## src/hdl/tcc_pkg.sv

```systemverilog
// Shared types, constants and cursor-step functions for the text console cursor.
package tcc_pkg;

    // Character codes with special meaning
    localparam logic [7:0] CHAR_NEWLINE   = 8'd10;
    localparam logic [7:0] CHAR_BACKSPACE = 8'd8;
    localparam logic [7:0] CHAR_SPACE     = 8'd32;

    // Reset values of the configuration registers
    localparam logic [7:0] COLS_RESET = 8'd80;
    localparam logic [7:0] ROWS_RESET = 8'd25;

    // Operation carried in tuser
    typedef enum logic {
        FUNC_PUT  = 1'b0,
        FUNC_MOVE = 1'b1
    } func_t;

    // Configuration register index (paddr[2])
    typedef enum logic {
        REG_COLUMNS = 1'b0,
        REG_ROWS    = 1'b1
    } reg_idx_t;

    localparam int PADDR_W  = 3;
    localparam int S_DATA_W = 24;
    localparam int M_DATA_W = 48;

    typedef struct packed {
        logic [7:0] row;
        logic [7:0] col;
    } pos_t;

    typedef struct packed {
        pos_t pos;
        logic scroll;
    } adv_t;

    // One result item
    typedef struct packed {
        logic       write_valid;
        logic [7:0] write_char;
        logic [7:0] write_row;
        logic [7:0] write_col;
        logic       scroll_up;
        logic [7:0] row_after;
        logic [7:0] col_after;
    } result_t;

    // Move back one cell, wrapping to the last column of the row above
    function automatic pos_t step_back(pos_t p, logic [7:0] cols);
        pos_t r;
        if (p.col == 8'd0) begin
            r.row = p.row - 8'd1;
            r.col = cols - 8'd1;
        end else begin
            r.row = p.row;
            r.col = p.col - 8'd1;
        end
        return r;
    endfunction

    // Column 0 and down one row, or a scroll request on the last row
    function automatic adv_t next_line(pos_t p, logic [7:0] rows);
        adv_t r;
        r.pos.col = 8'd0;
        if (rows != 8'd0 && p.row == rows - 8'd1) begin
            r.pos.row = p.row;
            r.scroll  = 1'b1;
        end else begin
            r.pos.row = p.row + 8'd1;
            r.scroll  = 1'b0;
        end
        return r;
    endfunction

    // Advance after a cell write, wrapping at the screen width
    function automatic adv_t advance(pos_t p, logic [7:0] cols, logic [7:0] rows);
        adv_t r;
        if ({1'b0, p.col} + 9'd1 >= {1'b0, cols}) begin
            r = next_line(p, rows);
        end else begin
            r.pos.row = p.row;
            r.pos.col = p.col + 8'd1;
            r.scroll  = 1'b0;
        end
        return r;
    endfunction

endpackage

```

## src/hdl/text_console_cursor.sv

```systemverilog
// Text console cursor controller: cursor state, APB registers and output skid stage.
// The cursor update is one pass of compare/increment logic; each result is registered.
// Throughput: one item per cycle while the skid register is empty (s_tready high).
// A two-entry output stage (register plus skid) keeps s_tready independent of m_tready.
// Reset (aresetn low, synchronous): cursor at row 0 column 0, 80 columns, 25 rows,
// output stage empty.
module text_console_cursor (
    input  logic                          aclk,
    input  logic                          aresetn,
    // APB configuration port
    input  logic                          psel,
    input  logic                          penable,
    input  logic                          pwrite,
    input  logic [tcc_pkg::PADDR_W-1:0]   paddr,
    input  logic [31:0]                   pwdata,
    output logic [31:0]                   prdata,
    output logic                          pready,
    // Input stream
    input  logic                          s_tvalid,
    output logic                          s_tready,
    // [7:0] char_code, [15:8] new_row, [23:16] new_col
    input  logic [tcc_pkg::S_DATA_W-1:0]  s_tdata,
    // [0] func
    input  logic                          s_tuser,
    // Result stream
    output logic                          m_tvalid,
    input  logic                          m_tready,
    // [7:0] write_char, [15:8] write_row, [23:16] write_col, [24] scroll_up,
    // [32:25] row_after, [40:33] col_after, [47:41] zero
    output logic [tcc_pkg::M_DATA_W-1:0]  m_tdata,
    // [0] write_valid
    output logic                          m_tuser
);
    import tcc_pkg::*;

    logic [7:0] cols_reg;
    logic [7:0] rows_reg;
    pos_t       cur_reg;
    pos_t       cur_next;
    result_t    res_next;
    result_t    out_reg;
    result_t    skid_reg;
    logic       out_valid_reg;
    logic       skid_valid_reg;
    logic       accept;
    logic       take;
    logic       cfg_wr;

    logic [7:0] in_char;
    logic [7:0] in_row;
    logic [7:0] in_col;
    func_t      in_func;

    pos_t       bs_back;
    adv_t       put_adv;
    adv_t       bs_adv;
    adv_t       nl_adv;
    pos_t       bs_end;

    // Register access
    assign pready = 1'b1;
    assign cfg_wr = psel & penable & pwrite;

    always_comb begin
        prdata = 32'd0;
        unique case (reg_idx_t'(paddr[2]))
            REG_COLUMNS: prdata = {24'd0, cols_reg};
            REG_ROWS:    prdata = {24'd0, rows_reg};
        endcase
    end

    always_ff @(posedge aclk) begin
        if (!aresetn) begin
            cols_reg <= COLS_RESET;
            rows_reg <= ROWS_RESET;
        end else if (cfg_wr) begin
            unique case (reg_idx_t'(paddr[2]))
                REG_COLUMNS: cols_reg <= pwdata[7:0];
                REG_ROWS:    rows_reg <= pwdata[7:0];
            endcase
        end
    end

    // Input field unpacking
    assign in_char = s_tdata[7:0];
    assign in_row  = s_tdata[15:8];
    assign in_col  = s_tdata[23:16];
    assign in_func = func_t'(s_tuser);

    // Candidate cursor steps
    assign put_adv = advance(cur_reg, cols_reg, rows_reg);
    assign nl_adv  = next_line(cur_reg, rows_reg);
    assign bs_back = step_back(cur_reg, cols_reg);
    assign bs_adv  = advance(bs_back, cols_reg, rows_reg);
    assign bs_end  = step_back(bs_adv.pos, cols_reg);

    // Select the result and the next cursor for this item
    always_comb begin
        res_next = '0;
        cur_next = cur_reg;
        if (in_func == FUNC_MOVE) begin
            cur_next.row = in_row;
            cur_next.col = in_col;
        end else if (in_char == CHAR_NEWLINE) begin
            cur_next           = nl_adv.pos;
            res_next.scroll_up = nl_adv.scroll;
        end else if (in_char == CHAR_BACKSPACE) begin
            // nothing happens at the origin
            if (cur_reg.row != 8'd0 || cur_reg.col != 8'd0) begin
                res_next.write_valid = 1'b1;
                res_next.write_char  = CHAR_SPACE;
                res_next.write_row   = bs_back.row;
                res_next.write_col   = bs_back.col;
                res_next.scroll_up   = bs_adv.scroll;
                cur_next             = bs_end;
            end
        end else begin
            res_next.write_valid = 1'b1;
            res_next.write_char  = in_char;
            res_next.write_row   = cur_reg.row;
            res_next.write_col   = cur_reg.col;
            res_next.scroll_up   = put_adv.scroll;
            cur_next             = put_adv.pos;
        end
        res_next.row_after = cur_next.row;
        res_next.col_after = cur_next.col;
    end

    // Handshakes
    assign s_tready = ~skid_valid_reg;
    assign accept   = s_tvalid & s_tready;
    assign take     = out_valid_reg & m_tready;

    // Cursor state
    always_ff @(posedge aclk) begin
        if (!aresetn) begin
            cur_reg <= '0;
        end else if (accept) begin
            cur_reg <= cur_next;
        end
    end

    // Output register and skid stage
    always_ff @(posedge aclk) begin
        if (!aresetn) begin
            out_valid_reg  <= 1'b0;
            skid_valid_reg <= 1'b0;
        end else if (skid_valid_reg) begin
            if (take) begin
                out_reg        <= skid_reg;
                skid_valid_reg <= 1'b0;
            end
        end else if (accept) begin
            if (!out_valid_reg || take) begin
                out_reg       <= res_next;
                out_valid_reg <= 1'b1;
            end else begin
                skid_reg       <= res_next;
                skid_valid_reg <= 1'b1;
            end
        end else if (take) begin
            out_valid_reg <= 1'b0;
        end
    end

    // Result packing
    assign m_tvalid = out_valid_reg;
    assign m_tuser  = out_reg.write_valid;
    assign m_tdata  = {7'd0, out_reg.col_after, out_reg.row_after, out_reg.scroll_up,
                       out_reg.write_col, out_reg.write_row, out_reg.write_char};

endmodule

```

## config.mk

```make
export PLATFORM = sky130hd
export DESIGN_NAME = text_console_cursor
export DESIGN_NICKNAME = d
export VERILOG_FILES = /design/src/hdl/tcc_pkg.sv /design/src/hdl/text_console_cursor.sv
export SDC_FILE = /design/constraint.sdc
export NUM_CORES = 1
export LEC_CHECK = 0
export ABC_AREA = 0
export BUFFER_PORTS_ARGS = -buffer_cell sky130_fd_sc_hd__buf_2
export CAP_MARGIN = 5
export CORE_ASPECT_RATIO = 1.75
export CORE_MARGIN = 2
export CORE_UTILIZATION = 50
export CTS_CLUSTER_DIAMETER = 200
export DETAILED_ROUTE_END_ITERATION = 7
export PLACE_DENSITY = 0.8
export SYNTH_ARGS = -nofsm -noshare
export SYNTH_HDL_FRONTEND = slang
export SYNTH_SLANG_ARGS = --single-unit
```

## constraint.sdc

```tcl
create_clock -name aclk -period 9.9 [get_ports aclk]
set_input_delay 1.98 -clock aclk [delete_from_list [all_inputs] [get_ports aclk]]
set_output_delay 1.98 -clock aclk [all_outputs]
set_load 0.05 [all_outputs]
```

==> impl_metrics.ini <==
[outcome]
status = finished clean

[placed_design]
portBuffers = 92
routabilityCongestion = 0.946
place_hpwl_um = 16200
numPlacedInstances = 1100
placed_cell_area_sq_um = 8550

[yosys]
synth.avg_cell_area_sq_um = 9.42
synth_area_leader_cell = edfxtp_1
ys_warn_count = 0
synth-async-reset-ratio = 0
synthMostInstantiatedCell = nand2_1
synth_edf_count = 84
yosys-top-cells-count = nand2_1, edfxtp_1, nor2_1, xnor2_1, o21ai_0
synth_flop_cell = edfxtp_1
synthesis.area_sq_um = 8120
ys_types = 90
synthCells = 862
ys_top_cells_by_area = edfxtp_1, dfxtp_1, xnor2_1
seq_area_frac_synth = 0.395
synth_top_cell_area_share = 0.311
ys_seq_elements = 118

[worst_setup_path]
end_kind = flop
start_kind = flop
cp.required_ps = 10040
cp_num_cells = 25
cp_common_cell = ha_1
crit_start = cur_reg[0]
r2r-end = skid_reg[13]
max_stage_delay_ps = 510
arrival_ps = 7360
critical_path_class = reg -> reg
cp_slowest_cell = dfxtp_1
rr_worst_depth = 25
cp_max_fo = 14
rrSetupSlack_ps = 2690
path_buf_inv = 4
cp_top_family = simple AND/OR/NAND/NOR gates
regToRegStartpoint = cur_reg[0]
setup.worst_path.end = skid_reg[13]

[clock_network]
clk_latency_ps = 420
clk_pin_slew_ps = 60
clockBufferDepth = 2
holdBufCountCts = 0
post_cts_buffers = 0
clkSinkCount = 118
numCtsBuffers = 17
ctsHtreeMaxLevel = 4
cts_tree = yes
cts_resized = 0
cts-root-buf = clkbuf_16

[floorplan]
top_level_ports = 151
rows = 61
die_w_um = 100
dieArea_sq_um = 17300
core_area_sq_um = 15900
die_y_um = 173
initial_core_util = 0.511

[sta]
final-setup-viol-count = 0
maxSlewHeadroom = 0.252
max_slew.worst_pin.slew_ps = 1120
max_freq_ghz = 0.139
skew_ps = 15.0
period_needed_ps = 7210
min_period_over_period = 0.729
grt_setup_unrepaired = no
slew_viol_final = 0
finalHoldViolations = 0
setup_tns_ps = 0

[global_route]
met3_usage = 0.0428
met1_usage = 0.288
antenna_found_initial = 1
track_usage = 0.255
grt.busiest_layer = met2
grt_pass1_vias = 6678
grt_util_met2 = 0.441
grt_pass1_wl_um = 34700
grt_max_degree = 43
grt_overflow_total = 0

[route]
routedWlPerCell_um = 19.6
num_vias = 6946
ant_nets = 0
detail_route.iter0.violations = 543
dr.pass1.iters = 6
routed_wl_um = 22200
avgViaCountPerCell = 6.14
drc_errors = 0

[layout]
antenna_cells = 0
drive_above_1_share = 0.210
fillers = 1390
seq_area_sq_um = 3200
largest_reg_flops = 42
area_delta_synth_final_pct = 12.7
final_cells = 1132
multiInputGateArea_sq_um = 4470
final_nets = 1023
stdcell_area_sq_um = 9140
postLayoutCoreUtil = 0.576

[power_and_ir_drop]
p_total_uw = 1740
max-vdd-ir-drop_mv = 0.102
leakagePower_uw = 0.00352
p_per_area_nw_per_um2 = 190

[run]
drv_cap = 0

[worst_hold_path]
min_path_type = reg -> reg
[power breakdown]
group / switching (uW) / internal, uW
clock: 250 / 378
sequential: 28.9 / 554
combinational: 346 / 183
[layer usage]
metal,share of wire,vias up
met4,0.060,2
met2,0.51,399
met3,0.069,98
met5,0.00072,-
met1,0.36,3236
li1,-,3211
[worst reg2reg max path: stages, from the launching register on]
cell	delay, ps
dfxtp_1	510
inv_1	160
ha_1	400
nor3b_4	500
nand2_1	310
a21o_1	290
inv_1	160
ha_1	320
o311ai_2	220
a211oi_1	390
xnor2_2	220
inv_1	80
ha_1	280
nand4_1	100
o21ai_1	140
buf_4	210
nor2_1	150
nand2_1	110
ha_1	300
and3_1	260
o2111a_2	260
o21bai_4	170
or3_4	470
or2_2	310
a31oi_1	450
a21boi_0	170
[cell families (layout without fill, tap and decap cells)]
| family | after synthesis | after routing | synth area share |
|---|---|---|---|
| AOI/OAI and AO/OA | 194 | 194 | 0.173 |
| xor gates and xnor gates | 73 | 73 | 0.0806 |
| adders and majority gates | 26 | 26 | 0.0401 |
| buffers and inverters | 112 | 163 | 0.0697 |
| DFF | 118 | 118 | 0.395 |
| muxes | 35 | 35 | 0.0469 |
| other | 2 | 32 | 0.000925 |
| and+or+nand+nor | 302 | 302 | 0.195 |
[how the worst min path moves through the flow]
stage | cells past startpoint | from | slack, ps | endpoint
floorplan | 2 | cols_reg[7] | 440 | cols_reg[7]
global placement | 2 | cols_reg[7] | 450 | cols_reg[7]
detailed placement | 2 | cols_reg[7] | 460 | cols_reg[7]
CTS | 2 | cols_reg[7] | 470 | cols_reg[7]
global route | 2 | cols_reg[5] | 510 | cols_reg[5]
finish | 2 | cols_reg[7] | 470 | cols_reg[7]
[area by class of cell]
| type | instances | area share |
|---|---|---|
| clock buffer | 18 | 0.0469 |
| clock inverter | 14 | 0.0181 |
| inverter | 30 | 0.0123 |
| multi-input combinational | 662 | 0.489 |
| sequential | 118 | 0.350 |
| tap | 189 | 0.0259 |
| timing repair buffer | 101 | 0.0577 |
[metrics by stage]
stage | hold slack, ps | setup slack [ps]
after global placement | 453 | 2970
after floorplan | 444 | 3780
after CTS | 466 | 2840
final | 466 | 2690
after detailed placement | 458 | 2900
after global routing | 514 | 2350
[cells in the final DEF (no fill, tap or decap), types with 11 or more instances in the layout]
cell,Yosys,routed
a21boi_0,14,14
o21ai_0,40,40
edfxtp_1,84,84
mux2_2,23,23
clkbuf_16,0,17
nor3_1,22,22
ha_1,26,26
a21oi_1,30,30
nand2_1,98,98
mux2i_1,11,11
xor2_1,27,27
xnor2_1,44,44
nand4_1,13,13
buf_2,8,92
nand3_1,30,30
dfxtp_1,34,34
a31oi_1,11,11
conb_1,2,32
nor2_1,67,66
inv_1,29,29
o31ai_1,18,18
Note: power is estimated with default switching activity, not from simulation.
